===== src/rtl/tpd_pkg.sv =====
`timescale 1ns / 1ps

package tpd_pkg;

   localparam int MAX_VERTICES = 1024;
   localparam int VTX_W        = 11;
   localparam int WGT_W        = 16;
   localparam int DIST_W       = 27;
   localparam int IDX_W        = $clog2(MAX_VERTICES);
   localparam int STEP_W       = $clog2(MAX_VERTICES + 1);

   localparam logic [DIST_W-1:0] DIST_MAX = '1;

   typedef logic [IDX_W-1:0] idx_type;

   typedef enum logic {
      CMD_LOAD  = 1'b0,
      CMD_QUERY = 1'b1
   } cmd_type;

   typedef enum logic [2:0] {
      ST_IDLE,
      ST_COMPARE,
      ST_UP,
      ST_JOINT,
      ST_DONE
   } state_type;

   typedef struct packed {
      logic [VTX_W-1:0] parent;
      logic [VTX_W-1:0] level;
      logic [WGT_W-1:0] weight;
   } entry_type;

   // controller to datapath
   typedef struct packed {
      logic start_query;
      logic write_entry;
      logic set_side;
      logic step_up;
      logic enter_joint;
      logic step_joint;
      logic load_out;
   } ctl_type;

   // datapath to controller
   typedef struct packed {
      logic trivial;
      logic lvl_a_gt_b;
      logic lvl_a_lt_b;
      logic up_done;
      logic up_parent_bad;
      logic joint_done;
      logic joint_parent_bad;
      logic out_free;
   } stat_type;

   function automatic logic vertex_ok(input logic [VTX_W-1:0] v);
      return (v != '0) && (32'(v) <= 32'(MAX_VERTICES));
   endfunction

   function automatic idx_type to_index(input logic [VTX_W-1:0] v);
      logic [31:0] d;
      d = 32'(v) - 32'd1;
      return d[IDX_W-1:0];
   endfunction

endpackage


===== src/rtl/tpd_control.sv =====
`timescale 1ns / 1ps

module tpd_control (
   input  logic               clock,
   input  logic               reset,
   input  logic               req_valid,
   input  logic               req_command,
   output logic               req_stall,
   input  tpd_pkg::stat_type  stat,
   output tpd_pkg::ctl_type   ctl
);

   tpd_pkg::state_type state_ff, state_in;
   logic               accept;

   always_ff @(posedge clock) begin
      if (reset) begin
         state_ff <= tpd_pkg::ST_IDLE;
      end else begin
         state_ff <= state_in;
      end
   end

   assign req_stall = (state_ff != tpd_pkg::ST_IDLE);
   assign accept    = req_valid && !req_stall;

   always_comb begin
      state_in = state_ff;
      ctl      = '0;
      case (state_ff)
         tpd_pkg::ST_IDLE: begin
            if (accept) begin
               if (req_command == tpd_pkg::CMD_QUERY) begin
                  ctl.start_query = 1'b1;
                  state_in = stat.trivial ? tpd_pkg::ST_DONE : tpd_pkg::ST_COMPARE;
               end else begin
                  ctl.write_entry = 1'b1;
               end
            end
         end
         tpd_pkg::ST_COMPARE: begin
            ctl.set_side = 1'b1;
            if (stat.lvl_a_gt_b || stat.lvl_a_lt_b) begin
               state_in = tpd_pkg::ST_UP;
            end else begin
               state_in = tpd_pkg::ST_JOINT;
            end
         end
         tpd_pkg::ST_UP: begin
            if (stat.up_done) begin
               ctl.enter_joint = 1'b1;
               state_in = tpd_pkg::ST_JOINT;
            end else begin
               ctl.step_up = 1'b1;
               if (stat.up_parent_bad) begin
                  state_in = tpd_pkg::ST_DONE;
               end
            end
         end
         tpd_pkg::ST_JOINT: begin
            if (stat.joint_done) begin
               state_in = tpd_pkg::ST_DONE;
            end else begin
               ctl.step_joint = 1'b1;
               if (stat.joint_parent_bad) begin
                  state_in = tpd_pkg::ST_DONE;
               end
            end
         end
         tpd_pkg::ST_DONE: begin
            if (stat.out_free) begin
               ctl.load_out = 1'b1;
               state_in = tpd_pkg::ST_IDLE;
            end
         end
         default: begin
            state_in = tpd_pkg::ST_IDLE;
         end
      endcase
   end

endmodule


===== config.mk =====
export PLATFORM = sky130hd
export DESIGN_NAME = tpd_control
export DESIGN_NICKNAME = d
export VERILOG_FILES = /design/src/rtl/tpd_pkg.sv /design/src/rtl/tpd_control.sv
export SDC_FILE = /design/constraint.sdc
export NUM_CORES = 1
export LEC_CHECK = 0
export BUFFER_PORTS_ARGS = -buffer_cell sky130_fd_sc_hd__buf_4
export CORE_AREA = 2 2 39 41
export DETAILED_ROUTE_END_ITERATION = 12
export DIE_AREA = 0 0 41 43
export GPL_TIMING_DRIVEN = 1
export PLACE_DENSITY = 0.55
export SLEW_MARGIN = 0
export SYNTH_ARGS = -nofsm -noshare
export SYNTH_HDL_FRONTEND = slang
export SYNTH_SLANG_ARGS = --single-unit

===== constraint.sdc =====
create_clock -name clock -period 2.05 [get_ports clock]
set_input_delay 0.41 -clock clock [delete_from_list [all_inputs] [get_ports clock]]
set_output_delay 0.41 -clock clock [all_outputs]
set_load 0.01 [all_outputs]

==> parameters.txt <==
Parameter                              Value

Logic synthesis
  Yosys warns ... 0
  Synthesized Nets ... 53
  Area fraction in compound gates after synthesis ... 16.7%
  Share of the synthesized netlist area taken by xor and xnor gates ... 0%
  Post-synthesis average cell area ... 7.84 um2
  Fraction of the yosys area taken by sequential cells ... 18.7%
  Seq cells post-synth ... 3
  Combinational family with the most area after synthesis ... simple AND/OR/NAND/NOR gates
  Mapped cell area ... about 320 um2
  Synthesized-area fraction occupied by and/or/nand/nor cells ... 49.4%
  Post-Synth Adder-Cell Area ... 0%
  Mux share of post-synthesis cell area ... 3.50%
  Post-Synthesis Cells ... 41
  Count of unique library cells instantiated by Yosys ... 23

Pwr
  Fraction of power spent switching nets ... between 20 and 30%
  Sw power ... 0.0740 mW
  Total internal power ... 0.182 mW
  Highest ir drop seen on vdd ... 0.248 mV
  Power per cell area ... 532 nW/um2
  Proportion of power drawn by combinational gates ... 30.7%
  Part of the total power dissipated in sequential elements ... 29.4%
  Leakage ... 0.222 nW
  Share of total power in the clock network ... 39.9%

Floorplan
  Core Region ... 1380 um2
  Chip Width ... ~41 um
  Area enclosed by the die boundary ... 1760 um2
  Die span in y ... 43 um
  Effective utilization at floorplan ... between 20 and 25%
  Number of cell rows ... 14
  Count of pins on the block boundary ... 20

Global routing
  Antenna violations before repair ... 0
  First-pass GRT wire length ... ~1100 um
  Number of global-route vias before repair ... 310
  Maximum number of pins on one net before global-route repair ... 12
  Total grt overflow ... 0
  All-layer global routing usage ... 9.11%

Clock network
  CTS-repair resized insts ... 0
  CTS max path bufs ... 2
  Total clock sinks ... 3
  Num CTS Buffers ... 3
  Worst-path clk slew ... 0.04 ns
  Number of setup buffers added after CTS ... 0
  Cell at the root of the clock tree ... sky130_fd_sc_hd__clkbuf_4
  CTS tree ... yes
  Hold buffer count at CTS ... 0
  Clock Latency Late Sink ... between 0.2 and 0.25 ns
  H-tree level count ... 1

Critical path
  WP data arrival ... between 1 and 1.5 ns
  R2r worst-path depth ... 4
  CP Launch Type ... register
  Kind of end point of the critical path ... output port
  First element of the critical path ... state_ff[0]$_SDFFE_PP0P_
  Worst-case register-to-register setup slack ... 0.54 ns
  Startpoint-to-endpoint class of the critical path ... reg -> out
  Critical R2R Launch ... state_ff[2]$_SDFFE_PP0P_
  R2R Path End ... state_ff[2]$_SDFFE_PP0P_
  Highest fanout seen on the critical path ... 11
  Worst Path Required ... 1.64 ns

Status
  Status ... finished clean

Timing
  Unrepaired setup endpoints after global routing ... no
  Final critical delay including setup and external delays ... 1.71 ns
  Count of endpoints failing setup in the final report ... 0
  Relative slew slack ... 73.2%
  Skew final ... 0.00230 ns
  Hold Slack ... 0.379 ns
  Final setup TNS ... 0 ns
  F_max ... 585 MHz
  Part of the cycle the worst path needs ... 83.4%
  Slew at the pin closest to its max-slew limit ... 0.401 ns
  Count of endpoints failing hold in the final timing report ... 0
  Final critical-path setup slack ... 0.340 ns
  Max-slew violation total from the final report ... 0

Worst hold path
  End of the worst hold path ... state_ff[0]$_SDFFE_PP0P_
  Number of stages on the worst hold path ... 2
  Class of the tightest hold or removal check ... in -> reg
  Hold_sp ... reset

Finish
  Net count, final ... 74
  Max reg flops ... 3
  Most flops, register ... state_ff
  Number of fill cells ... approximately 150
  Biggest regs ... state_ff: 3 flops
  Final Instance Count excl. Fillers ... 77
  Register cell area after layout ... 60.1 um2
  Fraction of final layout cells sized beyond drive strength 1 ... between 40% and 50%
  Antenna cell count ... 0
  Area grow syn2layout ... 49.4%
  Multi-input gate area in the final layout ... between 200 and 250 um2

Detailed routing
  Drt pass-1 iters ... 4
  Avg WL per Cell ... 9.74 um
  Detailed router's first-iteration violation count ... 5
  Via Count ... 356
  Post-detailed-route DRC marker count ... 0
  Number of nets still failing antenna checks after routing ... 0
  Via density per instance ... 4.62
  Wire length reported by the detailed router ... 750 um

Placement
  I/O Buffers ... 19
  Final weighted congestion in routability-driven placement ... 0.704
  Inst Count DP ... 73
  Worst slack, placed ... about 0.51 ns
  HPWL after detailed placement ... 627 um

Run
  Max capacitance violation total ... 0
==> cells by family after synthesis <==
family / count (synthesis)
mux: 1
buf+inv: 5
simple gates: 26
compound gates: 6
flops: 3
==> cells in the final DEF (no fill, tap or decap), types with 2 or more instances in the layout <==
| cell type | instances |
|---|---|
| sky130_fd_sc_hd__inv_1 | 2 |
| sky130_fd_sc_hd__dfxtp_1 | 3 |
| sky130_fd_sc_hd__clkbuf_4 | 3 |
| sky130_fd_sc_hd__nor3_1 | 6 |
| sky130_fd_sc_hd__nor2_1 | 5 |
| sky130_fd_sc_hd__buf_4 | 19 |
| sky130_fd_sc_hd__nor2_2 | 2 |
| sky130_fd_sc_hd__nand2_1 | 5 |
==> synth_stat cells <==
cell type | instances | area [um2]
sky130_fd_sc_hd__and2b_1 | 1 | 7.51
sky130_fd_sc_hd__mux2_1 | 1 | 11.3
sky130_fd_sc_hd__nor2_1 | 5 | 18.8
sky130_fd_sc_hd__a22oi_1 | 1 | 7.51
sky130_fd_sc_hd__a211oi_1 | 1 | 7.51
sky130_fd_sc_hd__dfxtp_1 | 3 | 60.1
sky130_fd_sc_hd__a2111oi_2 | 1 | 15.0
sky130_fd_sc_hd__nand3b_1 | 1 | 7.51
sky130_fd_sc_hd__buf_6 | 2 | 22.5
sky130_fd_sc_hd__a211o_1 | 1 | 8.76
sky130_fd_sc_hd__buf_4 | 1 | 7.51
sky130_fd_sc_hd__and3_1 | 1 | 6.26
sky130_fd_sc_hd__inv_1 | 2 | 7.51
sky130_fd_sc_hd__or3_1 | 1 | 6.26
sky130_fd_sc_hd__nor2_2 | 2 | 12.5
sky130_fd_sc_hd__a21oi_1 | 1 | 5.00
sky130_fd_sc_hd__nor3b_2 | 1 | 12.5
sky130_fd_sc_hd__nand2b_2 | 1 | 8.76
sky130_fd_sc_hd__nand2_1 | 5 | 18.8
sky130_fd_sc_hd__nor3_1 | 6 | 30.0
sky130_fd_sc_hd__nor2b_1 | 1 | 6.26
sky130_fd_sc_hd__nor4b_4 | 1 | 23.8
sky130_fd_sc_hd__o211a_1 | 1 | 10.0
==> worst max-delay path, cell delays in order, from the launching register on <==
cell,delay [ns]
sky130_fd_sc_hd__dfxtp_1,0.42
sky130_fd_sc_hd__nor3_1,0.34
sky130_fd_sc_hd__and3_1,0.20
sky130_fd_sc_hd__buf_4,0.11
==> area by class of cell <==
cell class	count	share of cell area (%)
flip-flops and latches	3	12.5
well taps	16	4.17
clock buffers	4	5.47
multi-input cells	33	46.6
repair buffers	19	29.7
inverters	2	1.56
==> power groups by stage <==
stage / Combinational (mW) / Clock [mW] / Sequential, mW
floorplan: 0.0540 / 0 / 0.0671
global placement: 0.0791 / 0 / 0.0761
detailed placement: 0.0796 / 0 / 0.0767
CTS: 0.0799 / 0.109 / 0.0756
global route: 0.0880 / 0.109 / 0.0765
finish: 0.0783 / 0.102 / 0.0752
==> metrics by stage <==
stage,power [mW],cell area (um2),util (%)
4_1_cts,0.265,480,34.7
2_1_floorplan,0.121,322,-
5_1_grt,0.273,480,34.7
3_3_place_gp,0.155,454,32.8
3_5_place_dp,0.156,454,32.8
6_report,0.255,480,34.7
==> metal layers <==
layer,track usage [%],wire [um],part of all wire (%)
met5,0,0,0
met1,8.60,288,38
met4,10.0,0,0
met2,15.3,403,54
met3,0,59,7.9
==> how the worst max path moves through the flow <==
stage | end | depth (start not counted) | slack [ns]
3_5_place_dp | state_ff[2]$_SDFFE_PP0P_ | 4 | 0.51
6_report | ctl[6] | 3 | 0.34
2_1_floorplan | state_ff[2]$_SDFFE_PP0P_ | 4 | 0.68
5_1_grt | ctl[5] | 4 | 0.23
4_1_cts | ctl[6] | 3 | 0.31
3_3_place_gp | state_ff[2]$_SDFFE_PP0P_ | 4 | 0.54
No activity file was read; power rests on OpenSTA's default activity.
